==> src/sv/smdr_pkg.sv <==
package smdr_pkg;

  // field widths
  localparam int X_W    = 31;
  localparam int N_W    = 18;
  localparam int D_W    = 17;
  localparam int RES_W  = 32;
  localparam int HALF_W = 15;

  // derived widths
  localparam int XHI_W     = X_W - HALF_W;
  localparam int Q_W       = 2 * HALF_W;
  localparam int PROD_LO_W = HALF_W + N_W;
  localparam int PROD_HI_W = XHI_W + N_W;
  // dividend is {0, u, low half of t}; the leading zero evens out the stage count
  localparam int DVD_W     = RES_W + HALF_W + 1;

  // divider slicing
  localparam int DIV_STEPS  = 4;
  localparam int DIV_STAGES = DVD_W / DIV_STEPS;

  typedef logic signed [X_W-1:0]   dim_t;
  typedef logic signed [N_W-1:0]   mult_t;
  typedef logic [D_W-1:0]          div_t;
  typedef logic signed [RES_W-1:0] res_t;

  // word carried through the divider stages
  typedef struct packed {
    logic [DVD_W-1:0] dvd;
    logic [D_W-1:0]   rem;
    logic [Q_W-1:0]   q;
    logic             qov;
    logic [RES_W-1:0] u;
    logic [D_W-1:0]   d;
    logic             neg;
  } div_word_t;

endpackage

==> src/sv/smdr_div_stage.sv <==
module smdr_div_stage (
  input  logic                clk,
  input  logic                rst_n,
  input  logic                in_valid,
  output logic                in_ready,
  input  smdr_pkg::div_word_t in_word,
  output logic                out_valid,
  input  logic                out_ready,
  output smdr_pkg::div_word_t out_word
);

  logic                v_r;
  smdr_pkg::div_word_t word_nxt, word_r;

  assign in_ready = !v_r || out_ready;

  // restoring division, DIV_STEPS quotient bits per stage
  always_comb begin
    smdr_pkg::div_word_t w;
    logic [smdr_pkg::D_W:0] p;
    logic ge;
    w = in_word;
    for (int i = 0; i < smdr_pkg::DIV_STEPS; i++) begin
      p     = {w.rem, w.dvd[smdr_pkg::DVD_W-1]};
      w.dvd = {w.dvd[smdr_pkg::DVD_W-2:0], 1'b0};
      ge    = p >= {1'b0, w.d};
      // quotient bits above the low 30 only matter as the overflow mark
      w.qov = w.qov | w.q[smdr_pkg::Q_W-1];
      w.rem = ge ? smdr_pkg::D_W'(p - {1'b0, w.d}) : p[smdr_pkg::D_W-1:0];
      w.q   = {w.q[smdr_pkg::Q_W-2:0], ge};
    end
    word_nxt = w;
  end

  always_ff @(posedge clk) begin
    if (!rst_n) begin
      v_r <= 1'b0;
    end else if (in_ready) begin
      v_r <= in_valid;
    end
  end

  always_ff @(posedge clk) begin
    if (in_ready) word_r <= word_nxt;
  end

  assign out_valid = v_r;
  assign out_word  = word_r;

endmodule

==> config.mk <==
export PLATFORM = sky130hd
export DESIGN_NAME = smdr_div_stage
export DESIGN_NICKNAME = d
export VERILOG_FILES = /design/src/sv/smdr_pkg.sv /design/src/sv/smdr_div_stage.sv
export SDC_FILE = /design/constraint.sdc
export NUM_CORES = 1
export LEC_CHECK = 0
export BUFFER_PORTS_ARGS = -buffer_cell sky130_fd_sc_hd__clkbuf_2
export CAP_MARGIN = 5
export CORE_MARGIN = 4
export CORE_UTILIZATION = 45
export DETAILED_ROUTE_END_ITERATION = 12
export GPL_TIMING_DRIVEN = 0
export MAX_ROUTING_LAYER = met4
export PLACE_DENSITY_LB_ADDON = 0.15
export SLEW_MARGIN = 10
export SYNTH_ARGS = -nofsm -noshare
export SYNTH_HDL_FRONTEND = slang
export SYNTH_SLANG_ARGS = --single-unit
==> constraint.sdc <==
create_clock -name clk -period 21.9 [get_ports clk]
set_input_delay 2.19 -clock clk [delete_from_list [all_inputs] [get_ports clk]]
set_output_delay 2.19 -clock clk [all_outputs]
set_load 0.005 [all_outputs]
# Word-level counts from Yosys, hierarchy flattened
# Cells that the tools add are included.
# word_totals
reg_bits,143
input_bits,150
latchBits,0
n_memories,0
mem_bits_ro,0
ram_bits,0
# classes
addsub,4
n_reduce_logical,2
muxes,4
order_cmp,4
bitwise_logic,4
n_mul,0
div,0
n_eq_ne,0
shift,0
# op_table
operator,count
$ge A18 B17 Y1,4
$mux W17,4
$sub A17 B17 Y17,4
$or A1 B1 Y1,4
$logic_not A1 Y1,1
$logic_or A1 B1 Y1,1

# Logic depth before layout (Yosys ltp)
# depth
word_depth,8
mapped_depth,48

# Worst setup path after synthesis
# No wires, ideal clock.
# synth_timing
kind,input to register
startpoint,in in_word[145] in the netlist's numbering
endpoint,"reg word_r (netlist bit out_word[96]), data pin"
path_stages,45
setup_ns,0.261
path_buffers,5
t_arrival_ns,11.497
slack_ns,10.142
path_cell_list,inv_1 -> ha_1 -> inv_1 -> fa_1 -> a21o_1 -> a221o_1 -> a2111oi_1 -> o21ai_1 -> nand2_1 -> buf_2 -> buf_1 -> mux2i_1 -> inv_1 -> ha_1 -> nor2b_1 -> o31a_1 -> o211ai_1 -> nand3_1 -> [9 not listed] -> a21oi_1 -> a211oi_1 -> o41ai_1 -> nand4_1 -> buf_1 -> clkbuf_1 -> a21oi_1 -> ha_1 -> a21o_1 -> a21oi_1 -> o21bai_1 -> a311o_1 -> nand2_1 -> a32oi_1 -> a2111o_1 -> nand2b_4 -> inv_2 -> a221o_1
# synth_rtl
item,line_no,text
from (decl),smdr_div_stage.sv:6,"input smdr_pkg::div_word_t in_word,"
to (signal assigned),smdr_div_stage.sv:44,if (in_ready) word_r <= word_nxt;
to (decl),smdr_div_stage.sv:13,"smdr_pkg::div_word_t word_nxt, word_r;"

==> impl_metrics.ini <==
[layout]
area.growth.synth_to_final_pct = 29.18
fin_area_um2 = 10910
nFillCells = 1561
drive_gt1_share_pct = 33.61
final_nets = 1280

[cts]
cts_buffers = 17
hold_buffers = 0
cts_tree = yes
postCtsSetupBuffers = 0
clk_pin_slew_worst_paths_ns = 0.07
clk_latency_ns = 0.42
cts_root_buf = clkbuf_16
max-clock-path-buffers = 2
cts_max_level = 4
cts_resized = 0
clkSinkCount = 143

[global_routing]
grt_pass1_wl_um = 36540
grt.overflow.total = 0
grt_antenna_before_repair = 1
grt_usage_pct = 22.55
grt_pass1_vias = 6620
grt_max_degree = 63

[sta]
period_needed_ns = 14.09
relSlewSlack_pct = 54.62
final.period_utilization_pct = 64.34
whs_ns = 0.9730
rsz0062_at_grt = false
fmax_mhz = 70.97
worst_pin_slew_ns = 0.6777
tns_ns = 0
setup_violations = 0
slew_violations = 0
fin_skew_ns = 0.01053
finalHoldViolations = 0

[critical_path]
critical_path_peak_fanout = 10
critPathArrivalTime_ns = 14.21
critical_path.max_stage_delay_ns = 0.63
crit_path_top_delay_cell = nor3b_2
end_kind = flip-flop
crit_required_ns = 22.02
cp-start-kind = input pin
crit_type = in2reg

[placement]
post-dp-hpwl_um = 19190
post_dp_cell_area_um2 = 10260
gp_congestion = 0.9035
port_buffers = 293

[logic_synthesis]
ys_seq_area_share_pct = 50.74
synth-seq-cells = 143
synth-edff-count = 142
synth_commonest_cells = edfxtp_1 (142), ha_1 (68), nand2_1 (63), inv_1 (53), o21ai_0 (50)
synthFlopType = edfxtp_1
synth.avg_cell_area_um2 = 11.39
synth.distinct_cells = 70
yosys.area.top_type = edfxtp_1
postSynthCellCount = 741
yosysMostFrequentCell = edfxtp_1
synth_top_area_share_pct = 50.50
async_reset_ff_share_pct = 0
yosysWarnings = 0
yosys-top-cells-area = edfxtp_1 (51%), ha_1 (10%), xnor2_1 (3.1%)
syn_area_um2 = 8443

[drt]
first_pass_iters = 5
antenna_left = 0
via_per_inst = 5.259
wirelength_um = 23290
wire_per_inst_um = 17.90
drc = 0
num_vias = 6842
drt_iter0_markers = 390

[power]
p_leak_uw = 0.005097
p_sw_share_pct = 41.06
cellPowerDensity_nw_per_um2 = 149.6
power_switching_uw = 670.2
p_int_uw = 961.9
comb_power_share_pct = 57.4
irDropWorstVdd_v = 0.00008229
clkPwrFrac_pct = 19.0
seqPwrFrac_pct = 23.5

[floorplan]
fp.dieH_um = 145.0
fp.dieW_um = 145.0
dieArea_um2 = 21020
rows = 49
ios = 298
coreArea_um2 = 18210
initial_core_util_pct = 46.37

[job]
drv_cap = 0

[status]
status = finished clean

[worst_hold_path]
hold_path.class = reg2reg
==> state kept, by name, indices dropped and copies added, names as in the netlist <==
signal / flops
out_valid: 1
out_word: 142
==> layer usage <==
| metal | vias to the layer above | global-route usage (%) | wire length [µm] |
|---|---|---|---|
| li1 | 3439 | - | - |
| met1 | 3166 | 27.11 | 9873 |
| met2 | 209 | 37.86 | 11520 |
| met3 | 28 | 4.864 | 1298 |
| met4 | 0 | 7.791 | 597 |
| met5 | - | - | 0 |
==> stage by stage <==
stage	power (µW)	utilization (%)	setup WS (ns)	std cells
floorplan	1075	-	10.14	744
global placement	1308	56.06	7.437	1266
detailed placement	1311	56.36	7.410	1268
CTS	1630	59.88	7.838	1300
global route	1756	59.90	6.788	1301
finish	1632	59.90	7.810	1301
==> layout by cell type (no fill, tap or decap), types with 11 or more instances in the layout <==
| master | count |
|---|---|
| nor3_1 | 13 |
| nor2_1 | 27 |
| edfxtp_1 | 142 |
| o221ai_1 | 11 |
| xnor2_1 | 30 |
| mux2i_1 | 11 |
| nand2_1 | 63 |
| o21ai_0 | 50 |
| nor2b_1 | 16 |
| inv_1 | 53 |
| ha_1 | 68 |
| a21o_1 | 22 |
| a21oi_1 | 49 |
| clkbuf_16 | 17 |
| clkbuf_2 | 293 |
| xor2_1 | 22 |
==> critical path, delay by kind of cell <==
kind                     cells  cell delay [ns]
adder cells (fa/ha/maj)      4             1.46
AO/OA/AOI/OAI               19             5.69
buffers and inverters       10             2.21
AND/OR/NAND/NOR             10             2.30
multiplexers                 1             0.31
==> final cells by class <==
type	count	area (µm²)	area share [%]
Clock buffer	17	425.4	3.900
Sequential cell	143	4284	39.28
Timing Repair Buffer	295	1514	13.88
Inverter	54	202.7	1.858
Multi-Input combinational cell	530	3892	35.69
Antenna cell	1	2.502	0.02294
Clock inverter	15	216.5	1.985
Tap cell	229	286.5	2.627
Buffer	17	82.58	0.7571
==> path summary, 6_finish.rpt <==
check | slack (ns) | cells past startpoint | start | endpoint
setup / recovery | 7.81 | 44 | in_word[2] | out_word[92]
hold / removal | 0.97 | 1 | out_valid | out_word[92]
setup reg to reg | 20.13 | 3 | out_valid | out_word[105]
hold reg to reg | 0.97 | 1 | out_valid | out_word[92]
==> power by group through the flow <==
| stage | logic, µW | registers (µW) | clock network [µW] |
|---|---|---|---|
| 3_5_place_dp | 920 | 391 | 0 |
| 5_1_grt | 1040 | 388 | 332 |
| 4_1_cts | 928 | 385 | 318 |
| 3_3_place_gp | 916 | 392 | 0 |
| 2_1_floorplan | 678 | 397 | 0 |
| 6_report | 938 | 384 | 310 |
==> kinds of logic (layout without fill, tap and decap cells) <==
| group | Yosys count | in the layout | synth area share, % |
|---|---|---|---|
| buffers and inverters | 71 | 398 | 3.379 |
| multiplexers | 21 | 21 | 2.638 |
| AND/OR/NAND/NOR | 181 | 181 | 10.88 |
| XOR/XNOR | 52 | 52 | 5.394 |
| AO/OA/AOI/OAI | 200 | 200 | 15.90 |
| flip-flops | 143 | 143 | 50.74 |
| other | 1 | 5 | 0.04441 |
| adder cells (fa/ha/maj) | 72 | 72 | 11.03 |
Note: power is estimated with default switching activity, not from simulation.
