File: src/sv/smdr_pkg.sv
package smdr_pkg;

  // field widths
  localparam int X_W    = 31;
  localparam int N_W    = 18;
  localparam int D_W    = 17;
  localparam int RES_W  = 32;
  localparam int HALF_W = 15;

  // derived widths
  localparam int XHI_W     = X_W - HALF_W;
  localparam int Q_W       = 2 * HALF_W;
  localparam int PROD_LO_W = HALF_W + N_W;
  localparam int PROD_HI_W = XHI_W + N_W;
  // dividend is {0, u, low half of t}; the leading zero evens out the stage count
  localparam int DVD_W     = RES_W + HALF_W + 1;

  // divider slicing
  localparam int DIV_STEPS  = 4;
  localparam int DIV_STAGES = DVD_W / DIV_STEPS;

  typedef logic signed [X_W-1:0]   dim_t;
  typedef logic signed [N_W-1:0]   mult_t;
  typedef logic [D_W-1:0]          div_t;
  typedef logic signed [RES_W-1:0] res_t;

  // word carried through the divider stages
  typedef struct packed {
    logic [DVD_W-1:0] dvd;
    logic [D_W-1:0]   rem;
    logic [Q_W-1:0]   q;
    logic             qov;
    logic [RES_W-1:0] u;
    logic [D_W-1:0]   d;
    logic             neg;
  } div_word_t;

endpackage

File: src/sv/smdr_if.sv


interface smdr_out_if;
  logic                 valid;
  logic                 ready;
  smdr_pkg::res_t       scaled_result;
  logic                 overflow;

  modport source (output valid, scaled_result, overflow, input ready);
  modport sink   (input valid, scaled_result, overflow, output ready);
endinterface

File: src/sv/smdr_back.sv
module smdr_back (
  input  logic                clk,
  input  logic                rst_n,
  input  logic                in_valid,
  output logic                in_ready,
  input  smdr_pkg::div_word_t in_word,
  smdr_out_if.source          out_ch
);

  logic r_v_r, s_v_r;
  logic r_rdy, s_rdy;

  logic [smdr_pkg::RES_W-1:0] base, mag_nxt, mag_r, res_nxt, res_r;
  logic                       up;
  logic                       ovf_r, neg_r, dz_r, ovf_out_r;

  assign s_rdy    = !s_v_r || out_ch.ready;
  assign r_rdy    = !r_v_r || s_rdy;
  assign in_ready = r_rdy;

  always_ff @(posedge clk) begin
    if (!rst_n) begin
      r_v_r <= 1'b0;
      s_v_r <= 1'b0;
    end else begin
      if (r_rdy) r_v_r <= in_valid;
      if (s_rdy) s_v_r <= r_v_r;
    end
  end

  // round: unreduced u on overflow, else the quotient; up when 2*rem >= d
  assign base    = in_word.qov ? in_word.u : smdr_pkg::RES_W'(in_word.q);
  assign up      = {in_word.rem, 1'b0} >= {1'b0, in_word.d};
  assign mag_nxt = base + smdr_pkg::RES_W'(up);

  always_ff @(posedge clk) begin
    if (r_rdy) begin
      mag_r <= mag_nxt;
      ovf_r <= in_word.qov;
      neg_r <= in_word.neg;
      dz_r  <= in_word.d == '0;
    end
  end

  // sign and zero divisor override, into the output register
  assign res_nxt = dz_r  ? '0
                 : neg_r ? smdr_pkg::RES_W'(0) - mag_r
                 : mag_r;

  always_ff @(posedge clk) begin
    if (s_rdy) begin
      res_r     <= res_nxt;
      ovf_out_r <= dz_r | ovf_r;
    end
  end

  assign out_ch.valid         = s_v_r;
  assign out_ch.scaled_result = $signed(res_r);
  assign out_ch.overflow      = ovf_out_r;

endmodule

File: src/flat_wrapper.sv
// flat-port wrapper written by rule: the top's interface ports become plain ports
module smdr_back_flat 
  (clk, rst_n, in_valid, in_ready, in_word, out_ch_valid, out_ch_scaled_result, out_ch_overflow, out_ch_ready);
  smdr_out_if out_ch_i ();
  input  logic clk;
  input  logic rst_n;
  input  logic in_valid;
  output logic in_ready;
  input  smdr_pkg::div_word_t in_word;
  output wire logic [$bits(out_ch_i.valid)-1:0] out_ch_valid;
  output wire logic [$bits(out_ch_i.scaled_result)-1:0] out_ch_scaled_result;
  output wire logic [$bits(out_ch_i.overflow)-1:0] out_ch_overflow;
  input wire logic [$bits(out_ch_i.ready)-1:0] out_ch_ready;
  assign out_ch_valid = out_ch_i.valid;
  assign out_ch_scaled_result = out_ch_i.scaled_result;
  assign out_ch_overflow = out_ch_i.overflow;
  assign out_ch_i.ready = out_ch_ready;
  smdr_back u_core (.clk(clk), .rst_n(rst_n), .in_valid(in_valid), .in_ready(in_ready), .in_word(in_word), .out_ch(out_ch_i));
endmodule
File: config.mk
export PLATFORM = sky130hd
export DESIGN_NAME = smdr_back_flat
export DESIGN_NICKNAME = d
export VERILOG_FILES = /design/src/sv/smdr_pkg.sv /design/src/sv/smdr_if.sv /design/src/sv/smdr_back.sv /design/src/flat_wrapper.sv
export SDC_FILE = /design/constraint.sdc
export NUM_CORES = 1
export LEC_CHECK = 0
export BUFFER_PORTS_ARGS = -buffer_cell sky130_fd_sc_hd__buf_2
export CORE_MARGIN = 2
export CORE_UTILIZATION = 35
export CTS_CLUSTER_DIAMETER = 80
export DETAILED_ROUTE_END_ITERATION = 12
export GPL_ROUTABILITY_DRIVEN = 0
export GPL_TIMING_DRIVEN = 0
export PLACE_DENSITY = 0.61
export SLEW_MARGIN = 30
export SYNTH_ARGS = -nofsm -noshare
export SYNTH_HDL_FRONTEND = slang
export SYNTH_SLANG_ARGS = --single-unit
File: constraint.sdc
create_clock -name clk -period 4.54 [get_ports clk]
set_input_delay 1.362 -clock clk [delete_from_list [all_inputs] [get_ports clk]]
set_output_delay 1.362 -clock clk [all_outputs]
set_load 0.03 [all_outputs]
* Word-level counts from Yosys, hierarchy flattened *
Cells that the tools add are included.

cells by class
  reductions and logical operators = 5
  $add $sub $neg = 2
  mux-type cells = 2
  bitwise logic cells = 1
  magnitude comparators = 1

operators with widths
  operator                                            number
  two-way mux 32 bit                                  2
  adder 32 x 1 -> 32 bit                              1
  subtractor 1 x 32 -> 32 bit (first input constant)  1
  greater-or-equal comparator 18 x 17 -> 1 bit        1
  zero test 17 bit                                    1
  zero test 1 bit                                     2
  logical OR 1 bit                                    2
  bitwise OR 1 bit                                    1

storage, ports and cells
  register bits = 70
  output and inout bits = 35

* Longest topological paths before layout *
  depth in word-level cells = 3
  mapped depth = 16
  mapped depth without buffers = 16

* Least setup slack after synthesis *
OpenSTA, ideal clock, no wires.

  path kind = input to register
  start point = input port in_word[50] in the netlist's numbering
  end point = register u_core.mag_r[26] in the netlist's numbering, data pin
  data required time = 4.279 ns
  setup slack = 0.101 ns
  stages on the path = 13
  arrival time = 4.178 ns
  path through = buf_2 > buf_1 > buf_1 > buf_2 > mux2_2 > ha_1 > ha_1 > inv_1 > a211oi_1 > nand4_1 > nor4_1 > xnor2_1 > mux2i_1

on the way
  longest elaborated chain between the ends = 2

ends and longest elaborated chain
  what                         line               text
  start, declared              flat_wrapper.sv:9  input smdr_pkg::div_word_t in_word;
  two-way mux 32 bit           smdr_back.sv:32    assign base = in_word.qov ? in_word.u : smdr_pkg::RES_W'(in_word.q);
  adder 32 x 1 -> 32 bit       smdr_back.sv:34    assign mag_nxt = base + smdr_pkg::RES_W'(up);
  via u_core.mag_nxt, one bit  smdr_back.sv:13    logic [smdr_pkg::RES_W-1:0] base, mag_nxt, mag_r, res_nxt, res_r;
  end signal, assigned         smdr_back.sv:38    mag_r <= mag_nxt;
  end, declared                smdr_back.sv:13

The timed path passes the listed nets, and every way through them passes these cells.
A chain may end at the register's enable or synchronous reset.

* Final worst setup path *
Same ends and word-level chain as after synthesis.

==> out/qor.txt <==
Outcome: finished, final reports clean
Max-cap viol count: 0
Worst-path maximum fanout: 19
Via Count: 3895
FF+latch area: 2080 um2
Vias per Instance: 4.95
Reg-to-Reg Start: u_core.mag_r[0]
Area of the mapped netlist: 4720 um2
Die W: 120 um
Initial antenna violation count: 0
Final min period: 4.29 ns
Finished Layout Cells: 787
VDD IR-drop max: 181 uV
Synth Net Count: 629
DRT antenna net count: 0
Worst R2R Path Depth: 9
Maximum number of pins on one net before global-route repair: 37
Final worst path period share: 0.944
WP depth: 13
Placed insts: 772
Worst-margin pin slew: 0.763 ns
Crit path arrival time: 4.35 ns
Crit end category: register
First-pass GRT wire length: 19000 um
Fmax: 233 MHz
Die Y: 120 um
Area of the multi-input gates: 2500 um2
Final setup viols: 0
Root Buffer: clkbuf_16
Worst setup path class: in -> reg
Average routed wire per standard cell: 14.6 um
Ports: 185
CTS Sinks: 70
CP cell instances: buf_2 > clkbuf_4 > buf_2 > clkbuf_4 > mux2_2 > ha_1 > ha_1 > inv_1 > a211oi_4 > nand4_1 > nor4_2 > xnor2_1 > mux2i_1
Worst Path Required: 4.61 ns
Clock transition at the registers of the reported paths: 0.05 ns
Setup WS post-layout: 0.254 ns
Mean post-synth cell area: 10.3 um2
Fin. max-slew vios: 0
Congestion Overflow GR: 0
DR iter-0 viols: 225
Async SR Flop Fraction: 0
Cell row count: 42
Distinct cells, synth: 48
Hold Buf Count CTS: 0
H-tree depth: 3
Worst path bufs/invs: 5
EDFF count, synth: 68
Sequential share of the synthesized area: 0.441
RR Endpoint: u_core.out_ch.scaled_result[20]
Die area: 14400 um2
Final Net Count: 775
Layout cells sized above 1: 0.285
Post-CTS setup buffers: 0
Post-layout util: 0.450
R2r setup slk: 1.71 ns
Initial Utilization: 0.358
Crit path to: u_core.mag_r[26]
Synth Flop Type: edfxtp_1
Post-Route WL: 11500 um
Synth warn: 0
Worst rel slew slack: 0.489
Minimum setup slack after placement: -1.15 ns
CP Launch Type: primary input
P&R area growth vs syn: 25.7%
Vias in the first global route: 3884
Num CTS Buffers: 9
RSZ-0062 raised after global routing: no
Number of diodes: 0
Port Buffers: 136
Cell Pwr Density: 323 nW/um2
Pre-Repair DR Iteration Count: 4
Fillcell total: 1290
DP Wirelength: 9500 um
GRT Total Usage: 0.165
Clock skew: 0.00348 ns
Core area: 13200 um2
Synthesized flop and latch total: 70
Clk_lat worst skew: 0.33 ns
Slowest stage cell, crit path: nor4_2
TritonCTS clock tree: yes
DRC: 0
Leak: 2.47 nW
Setup crit start: in_word[50]
CTS max path bufs: 2
Slowest stage delay, CP: 0.38 ns
Worst hold slack: 0.521 ns
Class of the worst hold path: reg -> reg
Final Hold Viols: 0
Power consumption: 1.92 mW
CP delay by family, top: buffers and inverters
Gate Count Post-Synth: 460
what timing repair did:
item                                    in CTS  in global routing
gates resized for setup                      3                  4
pin swaps                                    0                  0
endpoints found under the setup margin      25                  9
cell usage in the layout, fill, tap and decap left out, drive strengths merged, types with 10 or more instances in the layout:
master	netlist	final
o21ai	19	19
a21oi	16	16
o31ai	10	10
nor2b	11	11
edfxtp	68	68
buf	9	142
xor2	45	45
nand4	14	14
mux2i	22	22
ha	19	19
nand3	16	16
nor2	47	47
inv	26	26
xnor2	17	17
clkbuf	7	19
nand2	31	31
cell usage after synthesis, drive strengths merged (2+ instances only):
| library cell | count | share of area |
|---|---|---|
| nor2 | 47 | 0.037 |
| and3 | 2 | 0.0026 |
| o31ai | 10 | 0.021 |
| inv | 26 | 0.021 |
| buf | 9 | 0.0095 |
| nand3b | 7 | 0.011 |
| a211oi | 2 | 0.0032 |
| o41ai | 6 | 0.022 |
| or4 | 8 | 0.015 |
| a32o | 5 | 0.011 |
| and2 | 3 | 0.0040 |
| nand3 | 16 | 0.017 |
| clkbuf | 7 | 0.0056 |
| a21oi | 16 | 0.017 |
| a32oi | 2 | 0.0037 |
| o21ai | 19 | 0.020 |
| nand2b | 3 | 0.0040 |
| ha | 19 | 0.050 |
| nand2 | 31 | 0.025 |
| xnor2 | 17 | 0.032 |
| o22a | 2 | 0.0037 |
| nor3 | 7 | 0.0074 |
| a22oi | 2 | 0.0032 |
| mux2 | 3 | 0.0071 |
| mux2i | 22 | 0.047 |
| a21o | 6 | 0.0095 |
| dfxtp | 2 | 0.0085 |
| xor2 | 45 | 0.083 |
| nor4 | 7 | 0.0093 |
| or3 | 5 | 0.0066 |
| nand4 | 14 | 0.019 |
| o21a | 2 | 0.0032 |
| nor2b | 11 | 0.015 |
| or2 | 2 | 0.0026 |
| edfxtp | 68 | 0.43 |
layer usage:
layer | GRT usage | share of wire
met4 | 0.0721 | 0.023
met5 | 0 | 0
met2 | 0.257 | 0.45
met1 | 0.217 | 0.46
met3 | 0.0401 | 0.068
state kept, by name, summed over array words and instances, names as in the netlist:
signal                       flops
u_core.r_v_r                     1
u_core.out_ch.overflow           1
u_core.dz_r                      1
u_core.neg_r                     1
u_core.out_ch.scaled_result     32
u_core.out_ch.valid              1
u_core.ovf_r                     1
u_core.mag_r                    32
where the power goes:
part	internal (mW)	switching, mW
clock network	0.416	0.229
logic	0.157	0.268
registers	0.806	0.0416
total	1.38	0.539
metrics by stage:
step | setup TNS (ns) | instance area (um2)
global placement | -17.86 | 5630
global route | 0 | 5940
floorplan | 0 | 4720
CTS | 0 | 5920
detailed placement | -19.90 | 5630
finish | 0 | 5940
worst register-to-register path, cell delays in order (launching register included):
cell,delay [ns]
edfxtp_1,0.40
inv_1,0.10
ha_1,0.16
or3b_1,0.41
or4_4,0.52
or3_1,0.31
buf_2,0.18
o31ai_1,0.25
xor2_1,0.17
nor2_1,0.06
kinds of logic (layout without fill, tap and decap cells):
group	after synthesis	in the layout	synth area share
and+or+nand+nor	167	167	0.182
DFF	70	70	0.441
muxes	25	25	0.0538
buffers and inverters	42	193	0.0358
xor gates and xnor gates	62	62	0.115
AOI/OAI and AO/OA	75	75	0.123
adders and majority gates	19	19	0.0503
layout make-up:
type	count	area share
multi-input combinational	348	0.421
sequential	70	0.351
timing repair buffer	136	0.115
clock buffer	10	0.0386
tap	176	0.0371
inverter	26	0.0164
buffer	15	0.0124
clock inverter	6	0.00885
worst min path at each step:
| stage | startpoint | endpoint | cells after the start |
|---|---|---|---|
| global route | u_core.ovf_r | u_core.out_ch.overflow | 1 |
| finish | u_core.ovf_r | u_core.out_ch.overflow | 1 |
| global placement | u_core.r_v_r | u_core.out_ch.valid | 1 |
| CTS | u_core.ovf_r | u_core.out_ch.overflow | 1 |
| floorplan | u_core.r_v_r | u_core.out_ch.valid | 1 |
| detailed placement | u_core.ovf_r | u_core.out_ch.overflow | 1 |
Note: power is estimated with default switching activity, not from simulation.
