===== config.mk =====
export PLATFORM = sky130hd
export DESIGN_NAME = smdr_front_flat
export DESIGN_NICKNAME = d
export VERILOG_FILES = /design/src/sv/smdr_pkg.sv /design/src/sv/smdr_if.sv /design/src/sv/smdr_front.sv /design/src/flat_wrapper.sv
export SDC_FILE = /design/constraint.sdc
export NUM_CORES = 2
export LEC_CHECK = 0
export BUFFER_PORTS_ARGS = -buffer_cell sky130_fd_sc_hd__buf_2
export CORE_ASPECT_RATIO = 1.25
export CORE_MARGIN = 3
export CORE_UTILIZATION = 35
export CTS_BUF_LIST = sky130_fd_sc_hd__clkbuf_8
export DETAILED_ROUTE_END_ITERATION = 10
export PLACE_DENSITY = 0.63
export RECOVER_POWER = 25
export SLEW_MARGIN = 30
export SYNTH_ARGS = -nofsm -noshare
export SYNTH_HDL_FRONTEND = slang
export SYNTH_SLANG_ARGS = --single-unit

===== constraint.sdc =====
create_clock -name clk -period 6.9 [get_ports clk]
set_clock_uncertainty 0.05 [all_clocks]
set_input_delay 0.345 -clock clk [delete_from_list [all_inputs] [get_ports clk]]
set_output_delay 0.345 -clock clk [all_outputs]
set_load 0.02 [all_outputs]

===== src/sv/smdr_pkg.sv =====
package smdr_pkg;

  // field widths
  localparam int X_W    = 31;
  localparam int N_W    = 18;
  localparam int D_W    = 17;
  localparam int RES_W  = 32;
  localparam int HALF_W = 15;

  // derived widths
  localparam int XHI_W     = X_W - HALF_W;
  localparam int Q_W       = 2 * HALF_W;
  localparam int PROD_LO_W = HALF_W + N_W;
  localparam int PROD_HI_W = XHI_W + N_W;
  // dividend is {0, u, low half of t}; the leading zero evens out the stage count
  localparam int DVD_W     = RES_W + HALF_W + 1;

  // divider slicing
  localparam int DIV_STEPS  = 4;
  localparam int DIV_STAGES = DVD_W / DIV_STEPS;

  typedef logic signed [X_W-1:0]   dim_t;
  typedef logic signed [N_W-1:0]   mult_t;
  typedef logic [D_W-1:0]          div_t;
  typedef logic signed [RES_W-1:0] res_t;

  // word carried through the divider stages
  typedef struct packed {
    logic [DVD_W-1:0] dvd;
    logic [D_W-1:0]   rem;
    logic [Q_W-1:0]   q;
    logic             qov;
    logic [RES_W-1:0] u;
    logic [D_W-1:0]   d;
    logic             neg;
  } div_word_t;

endpackage


===== src/sv/smdr_if.sv =====
interface smdr_in_if;
  logic                 valid;
  logic                 ready;
  smdr_pkg::dim_t       dimension_value;
  smdr_pkg::mult_t      multiplier;
  smdr_pkg::div_t       divisor;

  modport source (output valid, dimension_value, multiplier, divisor, input ready);
  modport sink   (input valid, dimension_value, multiplier, divisor, output ready);
endinterface



===== src/sv/smdr_front.sv =====
module smdr_front (
  input  logic                clk,
  input  logic                rst_n,
  smdr_in_if.sink             in_ch,
  output logic                out_valid,
  input  logic                out_ready,
  output smdr_pkg::div_word_t out_word
);

  logic a_v_r, b_v_r, c_v_r;
  logic a_rdy, b_rdy, c_rdy;

  logic [smdr_pkg::X_W-1:0]     mx_nxt, mx_r;
  logic [smdr_pkg::N_W-1:0]     mn_nxt, mn_r;
  logic                         a_neg_r, b_neg_r;
  logic [smdr_pkg::D_W-1:0]     a_d_r, b_d_r;
  logic [smdr_pkg::PROD_LO_W-1:0] plo_nxt;
  logic [smdr_pkg::PROD_HI_W-1:0] phi_nxt;
  logic [smdr_pkg::RES_W-1:0]   t_r, hi_r, u_nxt;
  smdr_pkg::div_word_t          word_nxt, word_r;

  // stall chain: a stage loads when empty or when the next one moves
  assign c_rdy       = !c_v_r || out_ready;
  assign b_rdy       = !b_v_r || c_rdy;
  assign a_rdy       = !a_v_r || b_rdy;
  assign in_ch.ready = a_rdy;

  always_ff @(posedge clk) begin
    if (!rst_n) begin
      a_v_r <= 1'b0;
      b_v_r <= 1'b0;
      c_v_r <= 1'b0;
    end else begin
      if (a_rdy) a_v_r <= in_ch.valid;
      if (b_rdy) b_v_r <= a_v_r;
      if (c_rdy) c_v_r <= b_v_r;
    end
  end

  // stage a: magnitudes and result sign
  assign mx_nxt = in_ch.dimension_value[smdr_pkg::X_W-1]
                ? smdr_pkg::X_W'(0) - $unsigned(in_ch.dimension_value)
                : $unsigned(in_ch.dimension_value);
  assign mn_nxt = in_ch.multiplier[smdr_pkg::N_W-1]
                ? smdr_pkg::N_W'(0) - $unsigned(in_ch.multiplier)
                : $unsigned(in_ch.multiplier);

  always_ff @(posedge clk) begin
    if (a_rdy) begin
      mx_r    <= mx_nxt;
      mn_r    <= mn_nxt;
      a_neg_r <= in_ch.dimension_value[smdr_pkg::X_W-1] ^ in_ch.multiplier[smdr_pkg::N_W-1];
      a_d_r   <= in_ch.divisor;
    end
  end

  // stage b: two partial products over the low 15 and high 16 bits of mx
  assign plo_nxt = smdr_pkg::PROD_LO_W'(mx_r[smdr_pkg::HALF_W-1:0])
                 * smdr_pkg::PROD_LO_W'(mn_r);
  assign phi_nxt = smdr_pkg::PROD_HI_W'(mx_r[smdr_pkg::X_W-1:smdr_pkg::HALF_W])
                 * smdr_pkg::PROD_HI_W'(mn_r);

  always_ff @(posedge clk) begin
    if (b_rdy) begin
      t_r     <= plo_nxt[smdr_pkg::RES_W-1:0];
      hi_r    <= phi_nxt[smdr_pkg::RES_W-1:0];
      b_neg_r <= a_neg_r;
      b_d_r   <= a_d_r;
    end
  end

  // stage c: fold carry half of t into u (wraps mod 2^32), build dividend
  assign u_nxt = hi_r + smdr_pkg::RES_W'(t_r[smdr_pkg::RES_W-1:smdr_pkg::HALF_W]);

  always_comb begin
    word_nxt     = '0;
    word_nxt.dvd = {1'b0, u_nxt, t_r[smdr_pkg::HALF_W-1:0]};
    word_nxt.u   = u_nxt;
    word_nxt.d   = b_d_r;
    word_nxt.neg = b_neg_r;
  end

  always_ff @(posedge clk) begin
    if (c_rdy) word_r <= word_nxt;
  end

  assign out_valid = c_v_r;
  assign out_word  = word_r;

endmodule


===== src/flat_wrapper.sv =====
// flat-port wrapper written by rule: the top's interface ports become plain ports
module smdr_front_flat 
  (clk, rst_n, out_valid, out_ready, out_word, in_ch_valid, in_ch_dimension_value, in_ch_multiplier, in_ch_divisor, in_ch_ready);
  smdr_in_if in_ch_i ();
  input  logic clk;
  input  logic rst_n;
  output logic out_valid;
  input  logic out_ready;
  output smdr_pkg::div_word_t out_word;
  input wire logic [$bits(in_ch_i.valid)-1:0] in_ch_valid;
  input wire logic [$bits(in_ch_i.dimension_value)-1:0] in_ch_dimension_value;
  input wire logic [$bits(in_ch_i.multiplier)-1:0] in_ch_multiplier;
  input wire logic [$bits(in_ch_i.divisor)-1:0] in_ch_divisor;
  output wire logic [$bits(in_ch_i.ready)-1:0] in_ch_ready;
  assign in_ch_i.valid = in_ch_valid;
  assign in_ch_i.dimension_value = in_ch_dimension_value;
  assign in_ch_i.multiplier = in_ch_multiplier;
  assign in_ch_i.divisor = in_ch_divisor;
  assign in_ch_ready = in_ch_i.ready;
  smdr_front u_core (.clk(clk), .rst_n(rst_n), .in_ch(in_ch_i), .out_valid(out_valid), .out_ready(out_ready), .out_word(out_word));
endmodule

Word level (Yosys, flattened, before mapping):

Cells that the tools add are included.

* register bits: 249
* bits of input ports: 70
* logic and storage cells: 31

* add/subtract/negate cells: 3
* multiply operators: 2
* muxes and demuxes: 2
* bitwise logic cells: 1
* reduce and logical (&&, ||, !) cells: 6

Operators by type and width (number)
* $add A32 B17 Y32: 1
* $mul A15 B18 Y32: 1
* $mul A16 B18 Y32: 1
* $sub A1 B31 Y31 const A: 1
* $mux W30: 1
* $sub A1 B18 Y18 const A: 1
* $mux W17: 1
* $logic_not A1 Y1: 3
* $logic_or A1 B1 Y1: 3
* $xor A1 B1 Y1: 1

Logic depth before layout (Yosys ltp):

* word-level depth: 4
* mapped depth: 23
* depth with buffers taken out: 21

Least setup slack after synthesis:

No wires, ideal clock.

* path type: register to register
* from: register u_core.mx_r[0] (netlist bit)
* to: register u_core.t_r[31] (netlist bit) (data pin)
* library setup time: 0.272 ns
* data arrival time: 5.752 ns
* required time: 6.578 ns
* setup slack: 0.826 ns
* cell stages (with the launch flop): 22
* period minus slack after synthesis: 6.074 ns
* cells stage by stage: edfxtp_1 -> clkbuf_1 -> and2_1 -> fa_1 -> inv_1 -> fa_1 -> inv_1 -> fa_1 -> fa_1 -> fa_1 -> inv_1 -> fa_1 -> inv_1 -> ha_1 -> clkbuf_1 -> a21oi_1 -> o21ai_1 -> nand4b_1 -> o211ai_1 -> a21boi_1 -> and4_1 -> or4_1

* word-level cells in the longest chain between the ends: 1

RTL lines
* start: declaration: line smdr_front.sv:13 `logic [smdr_pkg::X_W-1:0] mx_nxt, mx_r;`
* start signal: assignment: line smdr_front.sv:50 `mx_r <= mx_nxt;`
* $mul A15 B18 Y32: line smdr_front.sv:59 `* smdr_pkg::PROD_LO_W'(mn_r);`
* named net u_core.plo_nxt (one bit): line smdr_front.sv:17 `logic [smdr_pkg::PROD_LO_W-1:0] plo_nxt;`
* end signal: assignment: line smdr_front.sv:65 `t_r <= plo_nxt[smdr_pkg::RES_W-1:0];`
* end: declaration: line smdr_front.sv:19 `logic [smdr_pkg::RES_W-1:0] t_r, hi_r, u_nxt;`

The timed path passes the listed nets, and every way through them passes these cells.
A chain may end at the register's enable or synchronous reset.

Final worst setup path:

* from: register u_core.mn_r[4] (netlist bit)
* to: register u_core.t_r[24] (netlist bit) (data pin)

* word-level cells in the longest chain between the ends: 1

RTL lines
* start: declaration: line smdr_front.sv:14 `logic [smdr_pkg::N_W-1:0] mn_nxt, mn_r;`
* start signal: assignment: line smdr_front.sv:51 `mn_r <= mn_nxt;`
* $mul A15 B18 Y32: line smdr_front.sv:59
* named net u_core.plo_nxt (one bit): line smdr_front.sv:17

The timed path passes the listed nets, and every way through them passes these cells.

==> impl_metrics.env <==
export IMPL_status="completed"
export IMPL_hold_viol=0
export IMPL_antenna_found_initial=1
export IMPL_drive_above_1_share_pct=9.59
export IMPL_min_from="in_ch_dimension_value[4]"
export IMPL_ys_warn_count=0
export IMPL_hold_depth=2
export IMPL_area_delta_synth_final_pct=11.7
export IMPL_dp_hpwl_um=50700
export IMPL_utilization_pct=39.5
export IMPL_cts_tree="done"
export IMPL_root_buffer="clkbuf_8"
export IMPL_grt_ovfl_total=0
export IMPL_slew_headroom_pct=7.63
export IMPL_required_ns=7.30
export IMPL_setup_ws_ns=0.327
export IMPL_slowest_delay_ns=0.64
export IMPL_fin_nets=3606
export IMPL_route_detailed_drc=0
export IMPL_reg2reg_from="u_core.mn_r[4]"
export IMPL_worstSetupPathType="flip-flop to flip-flop"
export IMPL_die_w_um=256
export IMPL_grt_max_degree=68
export IMPL_finalCritPeriodShare_pct=95.3
export IMPL_wl_per_cell_um=16.0
export IMPL_rsz0062_at_grt="false"
export IMPL_setup_viol=0
export IMPL_cts_repair_resized=0
export IMPL_cp_arrival_ns=6.97
export IMPL_r2r_slack_ns=0.33
export IMPL_cp_max_fo=11
export IMPL_gp_congestion=0.842
export IMPL_start_kind="flip-flop"
export IMPL_async_reset_ff_share_pct=0
export IMPL_avgSynthCellArea_um2=10.1
export IMPL_insertion_delay_ns=0.64
export IMPL_core_area_mm2=0.0775
export IMPL_vias_per_cell=4.70
export IMPL_detail_route_antenna_nets=0
export IMPL_grt_util_all_layers_pct=15.8
export IMPL_io_pins=218
export IMPL_min_to="u_core.mx_r[4]"
export IMPL_numCtsBuffers=39
export IMPL_synth_edff_count=214
export IMPL_worstReg2RegEnd="u_core.t_r[24]"
export IMPL_drt_iter0_markers=1037
export IMPL_start_util_pct=35.4
export IMPL_setup_tns_ns=0
export IMPL_cp_top_family="adder cells"
export IMPL_port_buffers=168
export IMPL_cp_end_kind="flip-flop"
export IMPL_wl_um=63700
export IMPL_firstDrtPassIters=5
export IMPL_maxCapViolCount=0
export IMPL_synth_seq_area_share_pct=23.7
export IMPL_dieArea_mm2=0.0817
export IMPL_worst_slew_pin_slew_ns=1.39
export IMPL_die_y_um=319
export IMPL_ys_types=73
export IMPL_crit_top_cell="fa_1"
export IMPL_path_cells="clkbuf_8 > buf_4 > and2_1 > fa_1 > fa_1 > fa_1 > ha_1 > fa_1 > inv_1 > fa_1 > inv_1 > ha_1 > a2111o_1 > o2111ai_1 > a21oi_1 > o21bai_1 > or4b_1 > o211ai_1"
export IMPL_grt_pass1_wl_um=104000
export IMPL_grt_pass1_vias=19462
export IMPL_fill_cells=7612
export IMPL_fmax_mhz=152
export IMPL_period_needed_ns=6.57
export IMPL_syn_instance_count=2717
export IMPL_synth_seq_cells=217
export IMPL_slew_viol_final=0
export IMPL_cp_num_buf_inv=4
export IMPL_clk_pin_slew_worst_paths_ns=0.06
export IMPL_hp_class="input port to flip-flop"
export IMPL_cts_buffer_depth=3
export IMPL_place_worst_setup_slack_ns=0.410
export IMPL_synth_cell_area_mm2=0.0274
export IMPL_clock_sinks=217
export IMPL_cts_max_level=2
export IMPL_synth_ff_type="edfxtp_1"
export IMPL_cp_slowest_cell="edfxtp_1"
export IMPL_r2r_cells=18
export IMPL_num_vias=18707
export IMPL_core_rowCount=114
==> per-layer routing <==
layer | vias to the layer above | track usage [%] | wire, um
li1 | 8770 | - | -
met1 | 9347 | 20.6 | 27400
met2 | 487 | 27.0 | 30800
met3 | 103 | 2.19 | 3270
met4 | 0 | 5.60 | 2220
met5 | - | 0 | 0
==> how the worst max path moves through the flow <==
stage | startpoint | end | cells after the start
2_1_floorplan | u_core.mx_r[0] | u_core.t_r[31] | 21
4_1_cts | u_core.mn_r[4] | u_core.t_r[17] | 17
3_5_place_dp | u_core.mx_r[4] | u_core.t_r[31] | 21
3_3_place_gp | u_core.mx_r[4] | u_core.t_r[31] | 21
6_report | u_core.mn_r[4] | u_core.t_r[24] | 18
5_1_grt | u_core.mx_r[5] | u_core.t_r[31] | 21
==> cell usage after synthesis, types with 5 or more instances <==
library cell	n	area (um^2)
o21ai_0	47	235
nor3_1	15	75.1
o41ai_1	6	52.6
or3_1	8	50.1
a21oi_1	60	300
nor4_1	5	31.3
clkbuf_1	106	398
a211oi_1	11	82.6
o21bai_1	5	37.5
ha_1	207	2590
edfxtp_1	214	6430
a21o_1	29	218
or4_1	5	37.5
o21ai_1	7	35.0
o21a_1	11	82.6
nand4_1	14	87.6
nand2b_1	6	37.5
and3_1	15	93.8
inv_1	496	1860
xor2_1	25	219
a2111oi_0	5	43.8
fa_1	427	8550
nor2b_1	7	43.8
o31ai_1	12	90.1
nand2_1	324	1220
o211ai_1	7	52.6
a31oi_1	14	87.6
nor2_1	57	214
and2_1	303	1900
xnor2_1	99	867
nand3_1	21	105
buf_4	81	608
==> cell families after synthesis <==
group | count (synthesis) | synth area share (%)
xor gates and xnor gates | 124 | 3.96
and+or+nand+nor | 803 | 15.0
muxes | 3 | 0.110
AOI/OAI and AO/OA | 250 | 6.12
adders and majority gates | 634 | 40.7
buffers and inverters | 685 | 10.5
other | 1 | 0.0137
DFF | 217 | 23.7
==> timing repair <==
item,CTS,global route
setup endpoints to repair,0,1
buffers inserted,0,4
hold buffers,58,0
endpoints found under the hold margin,61,0
==> cells in the final DEF, fill, tap and decap left out, types with 6 or more instances in the layout <==
master	n
a211oi_1	11
a21o_1	29
a21oi_1	60
a31oi_1	14
and2_1	302
and3_1	15
buf_12	7
buf_2	146
buf_4	50
clkbuf_1	23
clkbuf_8	40
clkinv_2	10
conb_1	49
dlygate4sd3_1	58
edfxtp_1	214
fa_1	427
ha_1	207
inv_1	503
nand2_1	324
nand2b_1	6
nand3_1	20
nand4_1	14
nor2_1	57
nor2b_1	7
nor3_1	15
o211ai_1	7
o21a_1	11
o21ai_0	47
o21ai_1	7
o31ai_1	12
o41ai_1	6
or3_1	8
xnor2_1	99
xor2_1	25
==> cell type report <==
| class | instances | area (um^2) | share of cell area [%] |
|---|---|---|---|
| Clock buffer | 39 | 537 | 1.75 |
| Multi-Input combinational cell | 1863 | 18200 | 59.6 |
| Inverter | 496 | 1860 | 6.09 |
| Clock inverter | 31 | 248 | 0.810 |
| Antenna cell | 1 | 2.50 | 0.00818 |
| Tap cell | 1044 | 1310 | 4.27 |
| Sequential cell | 217 | 6490 | 21.2 |
| Timing Repair Buffer | 285 | 1930 | 6.30 |
==> through the flow <==
step / instances / hold WS [ns] / instance area, um^2
detailed placement: 3843 / 0.355 / 29200
global route: 3976 / 0.0422 / 30600
CTS: 3971 / 0.0109 / 30600
finish: 3976 / 0.0554 / 30600
global placement: 3842 / 0.350 / 29200
floorplan: 2765 / 0.350 / 27600
==> sequential cells by signal (all words and copies together) (netlist names) <==
register          cells
u_core.out_word      65
u_core.hi_r          32
u_core.t_r           32
u_core.mx_r          31
u_core.mn_r          18
u_core.a_d_r         17
u_core.b_d_r         17
u_core.a_neg_r        1
u_core.a_v_r          1
u_core.b_neg_r        1
u_core.b_v_r          1
u_core.out_valid      1
Power is left out: the tool's default activity adds up to more than one toggle a clock period on the data nets, which glitch-free logic cannot reach.
